File: src/design/xmodem_checksum_receiver_defines.svh
// Assertion macros used by the receiver's back part (xcr_back).
`ifndef XMODEM_CHECKSUM_RECEIVER_DEFINES_SVH
`define XMODEM_CHECKSUM_RECEIVER_DEFINES_SVH

`ifndef SYNTHESIS

// Same-cycle implication.
`define XCR_ASSERT_IMPL(lbl, clk, rst_n, pre, post) \
	lbl: assert property (@(posedge clk) disable iff (!rst_n) (pre) |-> (post)) \
		else $error("xcr assertion failed");

// Next-cycle implication.
`define XCR_ASSERT_NEXT(lbl, clk, rst_n, pre, post) \
	lbl: assert property (@(posedge clk) disable iff (!rst_n) (pre) |=> (post)) \
		else $error("xcr assertion failed");

`else

`define XCR_ASSERT_IMPL(lbl, clk, rst_n, pre, post)
`define XCR_ASSERT_NEXT(lbl, clk, rst_n, pre, post)

`endif

`endif

File: src/design/xcr_pkg.sv
`timescale 1ns / 1ps

package xcr_pkg;

	localparam logic [7:0] BYTE_SOH = 8'h01;
	localparam logic [7:0] BYTE_EOT = 8'h04;

	// Frame layout: SOH at 0, number at 1, complement at 2, data 3..130, checksum 131.
	localparam int DATA_LEN  = 128;
	localparam int FRAME_LEN = 132;
	localparam logic [7:0] POS_NUMBER = 8'd1;
	localparam logic [7:0] POS_COMPL  = 8'd2;
	localparam logic [7:0] POS_DATA   = 8'd3;
	localparam logic [7:0] POS_CHECK  = 8'(FRAME_LEN - 1);

	localparam int WORD_BYTES = 8;
	localparam int WORDS      = DATA_LEN / WORD_BYTES;
	localparam int WORD_AW    = $clog2(WORDS);
	localparam int BANKS      = 2;
	localparam int MEM_AW     = WORD_AW + 1;

	localparam int QDEPTH = 4;
	localparam int QAW    = $clog2(QDEPTH);

	localparam logic REPLY_ACK = 1'b0;
	localparam logic REPLY_NAK = 1'b1;

	// Command codes passed from front to back.
	localparam logic [1:0] CMD_NAK     = 2'd0;
	localparam logic [1:0] CMD_ACK_EOT = 2'd1;
	localparam logic [1:0] CMD_FRAME   = 2'd2;

	typedef struct packed {
		logic [1:0] code;
		logic       bank;
	} xcr_cmd_t;

	typedef struct packed {
		logic              en;
		logic [MEM_AW-1:0] addr;
		logic [63:0]       data;
	} xcr_wr_t;

	typedef struct packed {
		logic en;
		logic bank;
	} xcr_rel_t;

endpackage

File: src/design/xcr_front.sv
`timescale 1ns / 1ps

module xcr_front (
	input  logic             clk,
	input  logic             arst_n,
	input  logic             s_tvalid,
	output logic             s_tready,
	input  logic [7:0]       s_tdata,   // [7:0] rx_byte
	input  logic             s_tuser,   // [0] kind
	input  logic             q_full,
	output logic             push,
	output xcr_pkg::xcr_cmd_t cmd,
	output xcr_pkg::xcr_wr_t  wr,
	input  xcr_pkg::xcr_rel_t rel
);
	import xcr_pkg::*;

	localparam logic [1:0] PH_DONE    = 2'd0;
	localparam logic [1:0] PH_HUNT    = 2'd1;
	localparam logic [1:0] PH_COLLECT = 2'd2;

	logic [1:0]       phase_q, phase_d;
	logic             faf_q, faf_d;
	logic [7:0]       pos_q, pos_d;
	logic [7:0]       blk_q, blk_d;
	logic [7:0]       cmp_q, cmp_d;
	logic [7:0]       sum_q, sum_d;
	logic [7:0]       last_q, last_d;
	logic             bank_q, bank_d;
	logic [BANKS-1:0] busy_q, busy_d;
	logic [55:0]      wbuf_q, wbuf_d;

	logic       accept;
	logic       in_data;
	logic [7:0] didx;
	logic       good;

	assign in_data = (phase_q == PH_COLLECT) && (pos_q >= POS_DATA) && (pos_q < POS_CHECK);
	// Hold off data bytes bound for a bank the back part is still draining.
	assign s_tready = !q_full && !(in_data && busy_q[bank_q]);
	assign accept = s_tvalid && s_tready;
	assign didx = pos_q - POS_DATA;
	assign good = (s_tdata == sum_q) && (blk_q == ~cmp_q)
		&& ((blk_q == 8'(last_q + 8'd1)) || (blk_q == last_q));

	always_comb begin
		phase_d = phase_q;
		faf_d = faf_q;
		pos_d = pos_q;
		blk_d = blk_q;
		cmp_d = cmp_q;
		sum_d = sum_q;
		last_d = last_q;
		bank_d = bank_q;
		busy_d = busy_q;
		wbuf_d = wbuf_q;
		push = 1'b0;
		cmd = '{code: CMD_NAK, bank: bank_q};
		wr = '{en: 1'b0, addr: {bank_q, didx[6:3]}, data: {wbuf_q, s_tdata}};
		if (rel.en) begin
			busy_d[rel.bank] = 1'b0;
		end
		if (accept) begin
			if (!s_tuser) begin
				phase_d = PH_HUNT;
				faf_d = 1'b1;
				pos_d = '0;
				blk_d = '0;
				cmp_d = '0;
				sum_d = '0;
				last_d = '0;
				push = 1'b1;
			end else begin
				unique case (phase_q)
					PH_HUNT: begin
						if (s_tdata == BYTE_EOT && faf_q) begin
							phase_d = PH_DONE;
							faf_d = 1'b0;
							push = 1'b1;
							cmd.code = CMD_ACK_EOT;
						end else begin
							faf_d = 1'b0;
							if (s_tdata == BYTE_SOH) begin
								phase_d = PH_COLLECT;
								pos_d = POS_NUMBER;
								sum_d = '0;
							end
						end
					end
					PH_COLLECT: begin
						if (pos_q == POS_NUMBER) begin
							blk_d = s_tdata;
							pos_d = pos_q + 8'd1;
						end else if (pos_q == POS_COMPL) begin
							cmp_d = s_tdata;
							pos_d = pos_q + 8'd1;
						end else if (in_data) begin
							wbuf_d = {wbuf_q[47:0], s_tdata};
							sum_d = sum_q + s_tdata;
							pos_d = pos_q + 8'd1;
							// Write the word once its eighth byte is in.
							wr.en = (didx[2:0] == 3'd7);
						end else begin
							phase_d = PH_HUNT;
							faf_d = 1'b1;
							pos_d = '0;
							push = 1'b1;
							if (good) begin
								cmd.code = CMD_FRAME;
								busy_d[bank_q] = 1'b1;
								bank_d = !bank_q;
								last_d = blk_q;
							end
						end
					end
					default: begin
					end
				endcase
			end
		end
	end

	always_ff @(posedge clk or negedge arst_n) begin
		if (!arst_n) begin
			phase_q <= PH_DONE;
			faf_q <= 1'b0;
			pos_q <= '0;
			blk_q <= '0;
			cmp_q <= '0;
			sum_q <= '0;
			last_q <= '0;
			bank_q <= 1'b0;
			busy_q <= '0;
		end else begin
			phase_q <= phase_d;
			faf_q <= faf_d;
			pos_q <= pos_d;
			blk_q <= blk_d;
			cmp_q <= cmp_d;
			sum_q <= sum_d;
			last_q <= last_d;
			bank_q <= bank_d;
			busy_q <= busy_d;
		end
	end

	always_ff @(posedge clk) begin
		wbuf_q <= wbuf_d;
	end

endmodule

File: src/design/xcr_queue.sv
`timescale 1ns / 1ps

module xcr_queue (
	input  logic              clk,
	input  logic              arst_n,
	input  logic              push,
	input  xcr_pkg::xcr_cmd_t wdata,
	output logic              full,
	input  logic              pop,
	output xcr_pkg::xcr_cmd_t head,
	output logic              empty
);
	import xcr_pkg::*;

	xcr_cmd_t       entries_q [QDEPTH];
	logic [QAW-1:0] wptr_q, rptr_q;
	logic [QAW:0]   count_q;
	logic           do_push, do_pop;

	assign full = (count_q == (QAW+1)'(QDEPTH));
	assign empty = (count_q == '0);
	assign do_push = push && !full;
	assign do_pop = pop && !empty;
	assign head = entries_q[rptr_q];

	always_ff @(posedge clk) begin
		if (do_push) begin
			entries_q[wptr_q] <= wdata;
		end
	end

	always_ff @(posedge clk or negedge arst_n) begin
		if (!arst_n) begin
			wptr_q <= '0;
			rptr_q <= '0;
			count_q <= '0;
		end else begin
			if (do_push) begin
				wptr_q <= wptr_q + 1'b1;
			end
			if (do_pop) begin
				rptr_q <= rptr_q + 1'b1;
			end
			if (do_push && !do_pop) begin
				count_q <= count_q + 1'b1;
			end else if (do_pop && !do_push) begin
				count_q <= count_q - 1'b1;
			end
		end
	end

endmodule

File: src/design/xcr_back.sv
`timescale 1ns / 1ps

`include "xmodem_checksum_receiver_defines.svh"

module xcr_back (
	input  logic              clk,
	input  logic              arst_n,
	input  xcr_pkg::xcr_cmd_t head,
	input  logic              q_empty,
	output logic              pop,
	input  xcr_pkg::xcr_wr_t  wr,
	output xcr_pkg::xcr_rel_t rel,
	output logic              m_tvalid,
	input  logic              m_tready,
	output logic [71:0]       m_tdata,  // [0] reply_code, [64:1] payload_word, [65] transfer_done
	output logic              m_tuser,  // [0] is_reply
	output logic              m_tlast
);
	import xcr_pkg::*;

	localparam logic [1:0] S_IDLE = 2'd0;
	localparam logic [1:0] S_RD   = 2'd1;
	localparam logic [1:0] S_WR   = 2'd2;
	localparam logic [1:0] S_ACK  = 2'd3;

	logic [63:0]        mem_q [BANKS*WORDS];
	logic [63:0]        rd_q;
	logic [1:0]         state_q, state_d;
	logic               bank_q, bank_d;
	logic [WORD_AW-1:0] cnt_q, cnt_d;
	logic               ov_q, ov_d;
	logic               ouser_q, ouser_d;
	logic               olast_q, olast_d;
	logic [71:0]        odata_q, odata_d;
	logic               out_free;

	assign out_free = !ov_q || m_tready;

	always_ff @(posedge clk) begin
		if (wr.en) begin
			mem_q[wr.addr] <= wr.data;
		end
		rd_q <= mem_q[{bank_q, cnt_q}];
	end

	always_comb begin
		state_d = state_q;
		bank_d = bank_q;
		cnt_d = cnt_q;
		ouser_d = ouser_q;
		olast_d = olast_q;
		odata_d = odata_q;
		ov_d = ov_q && !m_tready;
		pop = 1'b0;
		rel = '{en: 1'b0, bank: bank_q};
		unique case (state_q)
			S_IDLE: begin
				if (!q_empty) begin
					if (head.code == CMD_FRAME) begin
						pop = 1'b1;
						bank_d = head.bank;
						cnt_d = '0;
						state_d = S_RD;
					end else if (out_free) begin
						pop = 1'b1;
						ov_d = 1'b1;
						ouser_d = 1'b1;
						olast_d = 1'b1;
						odata_d = '0;
						odata_d[0] = (head.code == CMD_NAK) ? REPLY_NAK : REPLY_ACK;
						odata_d[65] = (head.code == CMD_ACK_EOT);
					end
				end
			end
			S_RD: begin
				// Read address settles this cycle; data is registered next.
				state_d = S_WR;
			end
			S_WR: begin
				if (out_free) begin
					ov_d = 1'b1;
					ouser_d = 1'b0;
					olast_d = 1'b0;
					odata_d = {7'd0, rd_q, REPLY_ACK};
					if (cnt_q == WORD_AW'(WORDS - 1)) begin
						state_d = S_ACK;
					end else begin
						cnt_d = cnt_q + 1'b1;
						state_d = S_RD;
					end
				end
			end
			S_ACK: begin
				if (out_free) begin
					ov_d = 1'b1;
					ouser_d = 1'b1;
					olast_d = 1'b1;
					odata_d = '0;
					odata_d[0] = REPLY_ACK;
					rel.en = 1'b1;
					state_d = S_IDLE;
				end
			end
			default: begin
				state_d = S_IDLE;
			end
		endcase
	end

	always_ff @(posedge clk or negedge arst_n) begin
		if (!arst_n) begin
			state_q <= S_IDLE;
			bank_q <= 1'b0;
			cnt_q <= '0;
			ov_q <= 1'b0;
		end else begin
			state_q <= state_d;
			bank_q <= bank_d;
			cnt_q <= cnt_d;
			ov_q <= ov_d;
		end
	end

	always_ff @(posedge clk) begin
		ouser_q <= ouser_d;
		olast_q <= olast_d;
		odata_q <= odata_d;
	end

	assign m_tvalid = ov_q;
	assign m_tuser = ouser_q;
	assign m_tlast = olast_q;
	assign m_tdata = odata_q;

	`XCR_ASSERT_IMPL(a_word_not_last, clk, arst_n, m_tvalid && !m_tuser, !m_tlast)
	`XCR_ASSERT_NEXT(a_read_then_load, clk, arst_n, state_q == S_RD, state_q == S_WR)
	`XCR_ASSERT_NEXT(a_frame_ack, clk, arst_n, state_q == S_ACK && out_free, m_tvalid && m_tuser && m_tlast && m_tdata[0] == REPLY_ACK)

endmodule

File: src/design/xmodem_checksum_receiver.sv
// Input: one byte a cycle; stalls only when the command queue is full or data for
// the next frame would land in a bank whose words are still being sent.
// A reply (start NAK, EOT ACK, bad-frame NAK) passes through the command queue and a registered output.
// A good frame drains as 16 payload words, each read (S_RD) and then sent (S_WR), then an ACK.
// Reset: asynchronous, active low; clears control state, frame memory is not cleared.
`timescale 1ns / 1ps

module xmodem_checksum_receiver (
	input  logic        clk,
	input  logic        arst_n,
	input  logic        s_tvalid,
	output logic        s_tready,
	input  logic [7:0]  s_tdata,   // [7:0] rx_byte
	input  logic        s_tuser,   // [0] kind
	output logic        m_tvalid,
	input  logic        m_tready,
	output logic [71:0] m_tdata,   // [0] reply_code, [64:1] payload_word, [65] transfer_done
	output logic        m_tuser,   // [0] is_reply
	output logic        m_tlast
);
	import xcr_pkg::*;

	logic     q_full, q_empty, push, pop;
	xcr_cmd_t cmd, head;
	xcr_wr_t  wr;
	xcr_rel_t rel;

	xcr_front u_front (
		.clk      (clk),
		.arst_n   (arst_n),
		.s_tvalid (s_tvalid),
		.s_tready (s_tready),
		.s_tdata  (s_tdata),
		.s_tuser  (s_tuser),
		.q_full   (q_full),
		.push     (push),
		.cmd      (cmd),
		.wr       (wr),
		.rel      (rel)
	);

	xcr_queue u_queue (
		.clk    (clk),
		.arst_n (arst_n),
		.push   (push),
		.wdata  (cmd),
		.full   (q_full),
		.pop    (pop),
		.head   (head),
		.empty  (q_empty)
	);

	xcr_back u_back (
		.clk      (clk),
		.arst_n   (arst_n),
		.head     (head),
		.q_empty  (q_empty),
		.pop      (pop),
		.wr       (wr),
		.rel      (rel),
		.m_tvalid (m_tvalid),
		.m_tready (m_tready),
		.m_tdata  (m_tdata),
		.m_tuser  (m_tuser),
		.m_tlast  (m_tlast)
	);

endmodule
File: config.mk
export PLATFORM = sky130hd
export DESIGN_NAME = xmodem_checksum_receiver
export DESIGN_NICKNAME = d
export VERILOG_FILES = /design/src/design/xcr_pkg.sv /design/src/design/xcr_front.sv /design/src/design/xcr_queue.sv /design/src/design/xcr_back.sv /design/src/design/xmodem_checksum_receiver.sv
export VERILOG_INCLUDE_DIRS = /design/src /design/src/design
export SDC_FILE = /design/constraint.sdc
export NUM_CORES = 2
export LEC_CHECK = 0
export ABC_AREA = 0
export BUFFER_PORTS_ARGS = -buffer_cell sky130_fd_sc_hd__buf_2
export CORE_MARGIN = 5
export CORE_UTILIZATION = 50
export DETAILED_ROUTE_END_ITERATION = 16
export MAX_ROUTING_LAYER = met4
export PLACE_DENSITY = 0.66
export SYNTH_ARGS = -nofsm -noshare
export SYNTH_HDL_FRONTEND = slang
export SYNTH_SLANG_ARGS = --single-unit
File: constraint.sdc
create_clock -name clk -period 16.7 [get_ports clk]
set_input_delay 0.835 -clock clk [delete_from_list [all_inputs] [get_ports clk]]
set_output_delay 0.835 -clock clk [all_outputs]
set_load 0.05 [all_outputs]
==> flow_summary.json <==
{
  "port_buffers": 82,
  "overflow": 0,
  "die_h_um": 431,
  "pin_count": 89,
  "cts_hold_buf": 0,
  "grt_pass1_vias": 44263,
  "max-vdd-ir-drop_v": 0.000104,
  "fill_cells": 13125,
  "regArea_sq_um": 68400,
  "grt_first_pass_wirelength_mm": 302,
  "synth_area_per_cell_sq_um": 19.9,
  "vias": 43495,
  "cts_tree": "built",
  "finalHoldViolations": 0,
  "final_net_count": 4642,
  "rr_startpoint": "u_front.pos_q[0]$_DFFE_PN0P_",
  "die_x_um": 431,
  "post_drt_wl_per_cell_um": 28.8,
  "p_int_mw": 10.4,
  "final_core_util_pct": 56.4,
  "core.rowCount": 154,
  "yosysWarnings": 0,
  "ant_nets": 0,
  "synth.distinct_cells": 71,
  "path_clk_slew_ps": 60,
  "worstMarginPinSlew_ps": 1330,
  "fin_skew_ps": 37.1,
  "post_cts_resized": 0,
  "h-tree-depth": 4,
  "synth-edff-count": 2184,
  "drv_cap": 0,
  "maxSlewViolCount": 0,
  "power.leakage_nw": 30.9,
  "post_cts_buffers": 0,
  "layout-drive-gt1-share_pct": 21.8,
  "clock-sinks": 2309,
  "die-area_sq_um": 186000,
  "hold_class": "in -> async",
  "yosysSeqAreaShare_pct": 77.2,
  "p_clk_share_pct": 35.0,
  "initial_utilization_pct": 50.3,
  "start_kind": "register",
  "synth-seq-cells": 2309,
  "p_total_mw": 14.2,
  "synth_area_sq_um": 88600,
  "p_per_area_nw_per_um2": 143,
  "switching_share_pct": 26.6,
  "arrival_ps": 6190,
  "rsz0062_at_grt": "no",
  "endpoint_kind": "register",
  "power_frac_comb_pct": 18.1,
  "drt-vias-per-instance": 6.08,
  "fin_setup_tns_ps": 0,
  "timing.fmax_mhz": 174,
  "timing.rr.end": "u_back.mem_q[20][63]$_DFFE_PP_",
  "drcViolationCount": 0,
  "syn_inst": 4451,
  "dr.first_iter.drc_count": 4745,
  "min_period_ps": 5730,
  "firstDrtPassIters": 5,
  "gp_congestion": 0.788,
  "syn_to_final_growth_pct": 12.1,
  "timing.final.crit_share_pct": 34.3,
  "r2r_cells": 9,
  "crit_required_ps": 17160,
  "setup_viol": 0,
  "insertion_delay_ps": 840,
  "ys.flop_type": "edfxtp_1",
  "cts_root_buf": "clkbuf_16",
  "status": "finished clean",
  "pwr-share-seq_pct": 46.9,
  "cts_buffer_depth": 3,
  "hpwl_mm": 107,
  "synth_async_sr_flop_share_pct": 2.64,
  "core_sq_um": 176000,
  "antenna_found_initial": 6,
  "slew_headroom_pct": 11.4,
  "routed_wl_mm": 206,
  "multi_input_area_sq_um": 19300,
  "crit_type": "reg -> reg",
  "grt_max_degree": 108,
  "path_max_fanout": 27,
  "cts_buffers": 226,
  "p_switching_mw": 3.79,
  "ff2ff_setup_slack_ps": 10970,
  "gr-usage-all-layers_pct": 22.7
}
cell usage in the layout (no fill, tap or decap), types with 6 or more instances in the layout:
cell / count
nand3_1: 20
clkbuf_16: 230
nor2_1: 41
dfrtp_1: 56
clkinv_1: 38
bufinv_16: 16
a211o_1: 58
nand4_1: 16
nor3_1: 12
o311ai_1: 8
and2_1: 74
nor2b_1: 70
edfxtp_1: 2184
nand2_1: 112
xnor2_1: 21
xor2_1: 12
o21ai_0: 146
inv_6: 9
mux2i_1: 313
nor2_4: 33
conb_1: 6
mux2_2: 146
clkinv_2: 45
buf_2: 82
o221ai_1: 123
inv_1: 29
clkbuf_1: 63
clkbuf_8: 18
ha_1: 19
a21oi_1: 71
dfxtp_1: 64
o31ai_1: 9
o22ai_1: 126
mux4_2: 336
buf_4: 98
state kept, by name, summed over array words and instances, names as in the netlist:
signal / cells
u_back.rd_q: 64
u_front.bank_q: 1
u_queue.rptr_q: 2
u_front.phase_q: 2
u_back.m_tvalid: 1
u_front.faf_q: 1
u_back.cnt_q: 4
u_front.wbuf_q: 56
u_back.mem_q: 2048
u_back.m_tlast: 1
u_queue.count_q: 3
u_queue.entries_q: 12
u_queue.wptr_q: 2
u_front.last_q: 8
u_front.blk_q: 8
u_front.pos_q: 8
u_front.busy_q: 2
u_front.cmp_q: 8
u_back.m_tuser: 1
u_back.m_tdata: 66
u_front.sum_q: 8
u_back.bank_q: 1
u_back.state_q: 2
worst max path at each step:
| stage | startpoint | end | slack (ps) | cells past startpoint |
|---|---|---|---|---|
| floorplan | u_front.pos_q[0]$_DFFE_PN0P_ | u_front.wbuf_q[0]$_DFFE_PP_ | 10440 | 7 |
| global placement | u_front.pos_q[0]$_DFFE_PN0P_ | u_back.mem_q[25][47]$_DFFE_PP_ | 11110 | 8 |
| detailed placement | u_front.pos_q[0]$_DFFE_PN0P_ | u_back.mem_q[20][51]$_DFFE_PP_ | 10990 | 9 |
| CTS | u_front.pos_q[0]$_DFFE_PN0P_ | u_back.mem_q[20][54]$_DFFE_PP_ | 10930 | 9 |
| global route | u_front.pos_q[0]$_DFFE_PN0P_ | u_back.mem_q[20][63]$_DFFE_PP_ | 10660 | 9 |
| finish | u_front.pos_q[0]$_DFFE_PN0P_ | u_back.mem_q[20][63]$_DFFE_PP_ | 10970 | 9 |
area by class of cell:
class | count | area share [%]
sequential | 2309 | 68.9
clock buffer | 311 | 6.28
timing repair buffer | 183 | 1.21
inverter | 30 | 0.116
antenna | 2 | 0.00504
multi-input combinational | 1858 | 19.5
clock inverter | 120 | 1.07
tap | 2340 | 2.95
synthesized netlist by cell type, types with 72 or more instances:
master | count | area [sq um]
mux4_2 | 336 | 7570
o221ai_1 | 123 | 1080
and2_1 | 74 | 463
o22ai_1 | 126 | 788
edfxtp_1 | 2184 | 65600
nor2_1 | 74 | 278
buf_1 | 73 | 274
nor2b_1 | 72 | 450
o21ai_0 | 146 | 731
mux2_2 | 146 | 1640
mux2i_1 | 313 | 3130
nand2_1 | 114 | 428
clkbuf_1 | 158 | 593
through the flow:
stage / hold slack [ps] / setup slack [ps] / std cells / cell area (sq um)
floorplan: 469 / 10440 / 4456 / 88600
global placement: 485 / 11110 / 6720 / 92000
detailed placement: 490 / 10990 / 6720 / 92000
CTS: 198 / 10930 / 7151 / 99300
global route: 270 / 10660 / 7152 / 99300
finish: 227 / 10970 / 7153 / 99300
power groups by stage:
stage          combinational (mW)  sequential, mW  clock (mW)
6_report                     2.58            6.68        4.98
2_1_floorplan                1.69            7.00           0
3_5_place_dp                 2.62            6.81           0
5_1_grt                      2.77            6.70        5.31
4_1_cts                      2.63            6.69        5.06
3_3_place_gp                 2.60            6.80           0
routing by layer:
layer	share of wire (%)	GRT usage [%]
met1	42	30.7
met2	50	36.8
met3	5.8	2.96
met4	2.5	6.19
met5	0	-
kinds of logic (layout without fill, tap and decap cells):
family	Yosys count	count (layout)	synth area share, %
AOI/OAI and AO/OA	583	583	4.46
muxes	795	795	13.9
and+or+nand+nor	420	420	2.45
DFF	2309	2309	77.2
adders and majority gates	21	21	0.314
other	1	8	0.00423
buffers and inverters	289	644	1.29
xor gates and xnor gates	33	33	0.326
worst max-delay path, stage by stage, from the launching register on:
cell and delay (ps):
dfrtp_1 430, ha_1 320, or2_2 350, o21ai_0 510, o2111ai_1 330, nor2_1 400, nand4_1 800, nor2_4 1030
buf_4 500, buf_4 590
Power figures use the tool's default switching activity.
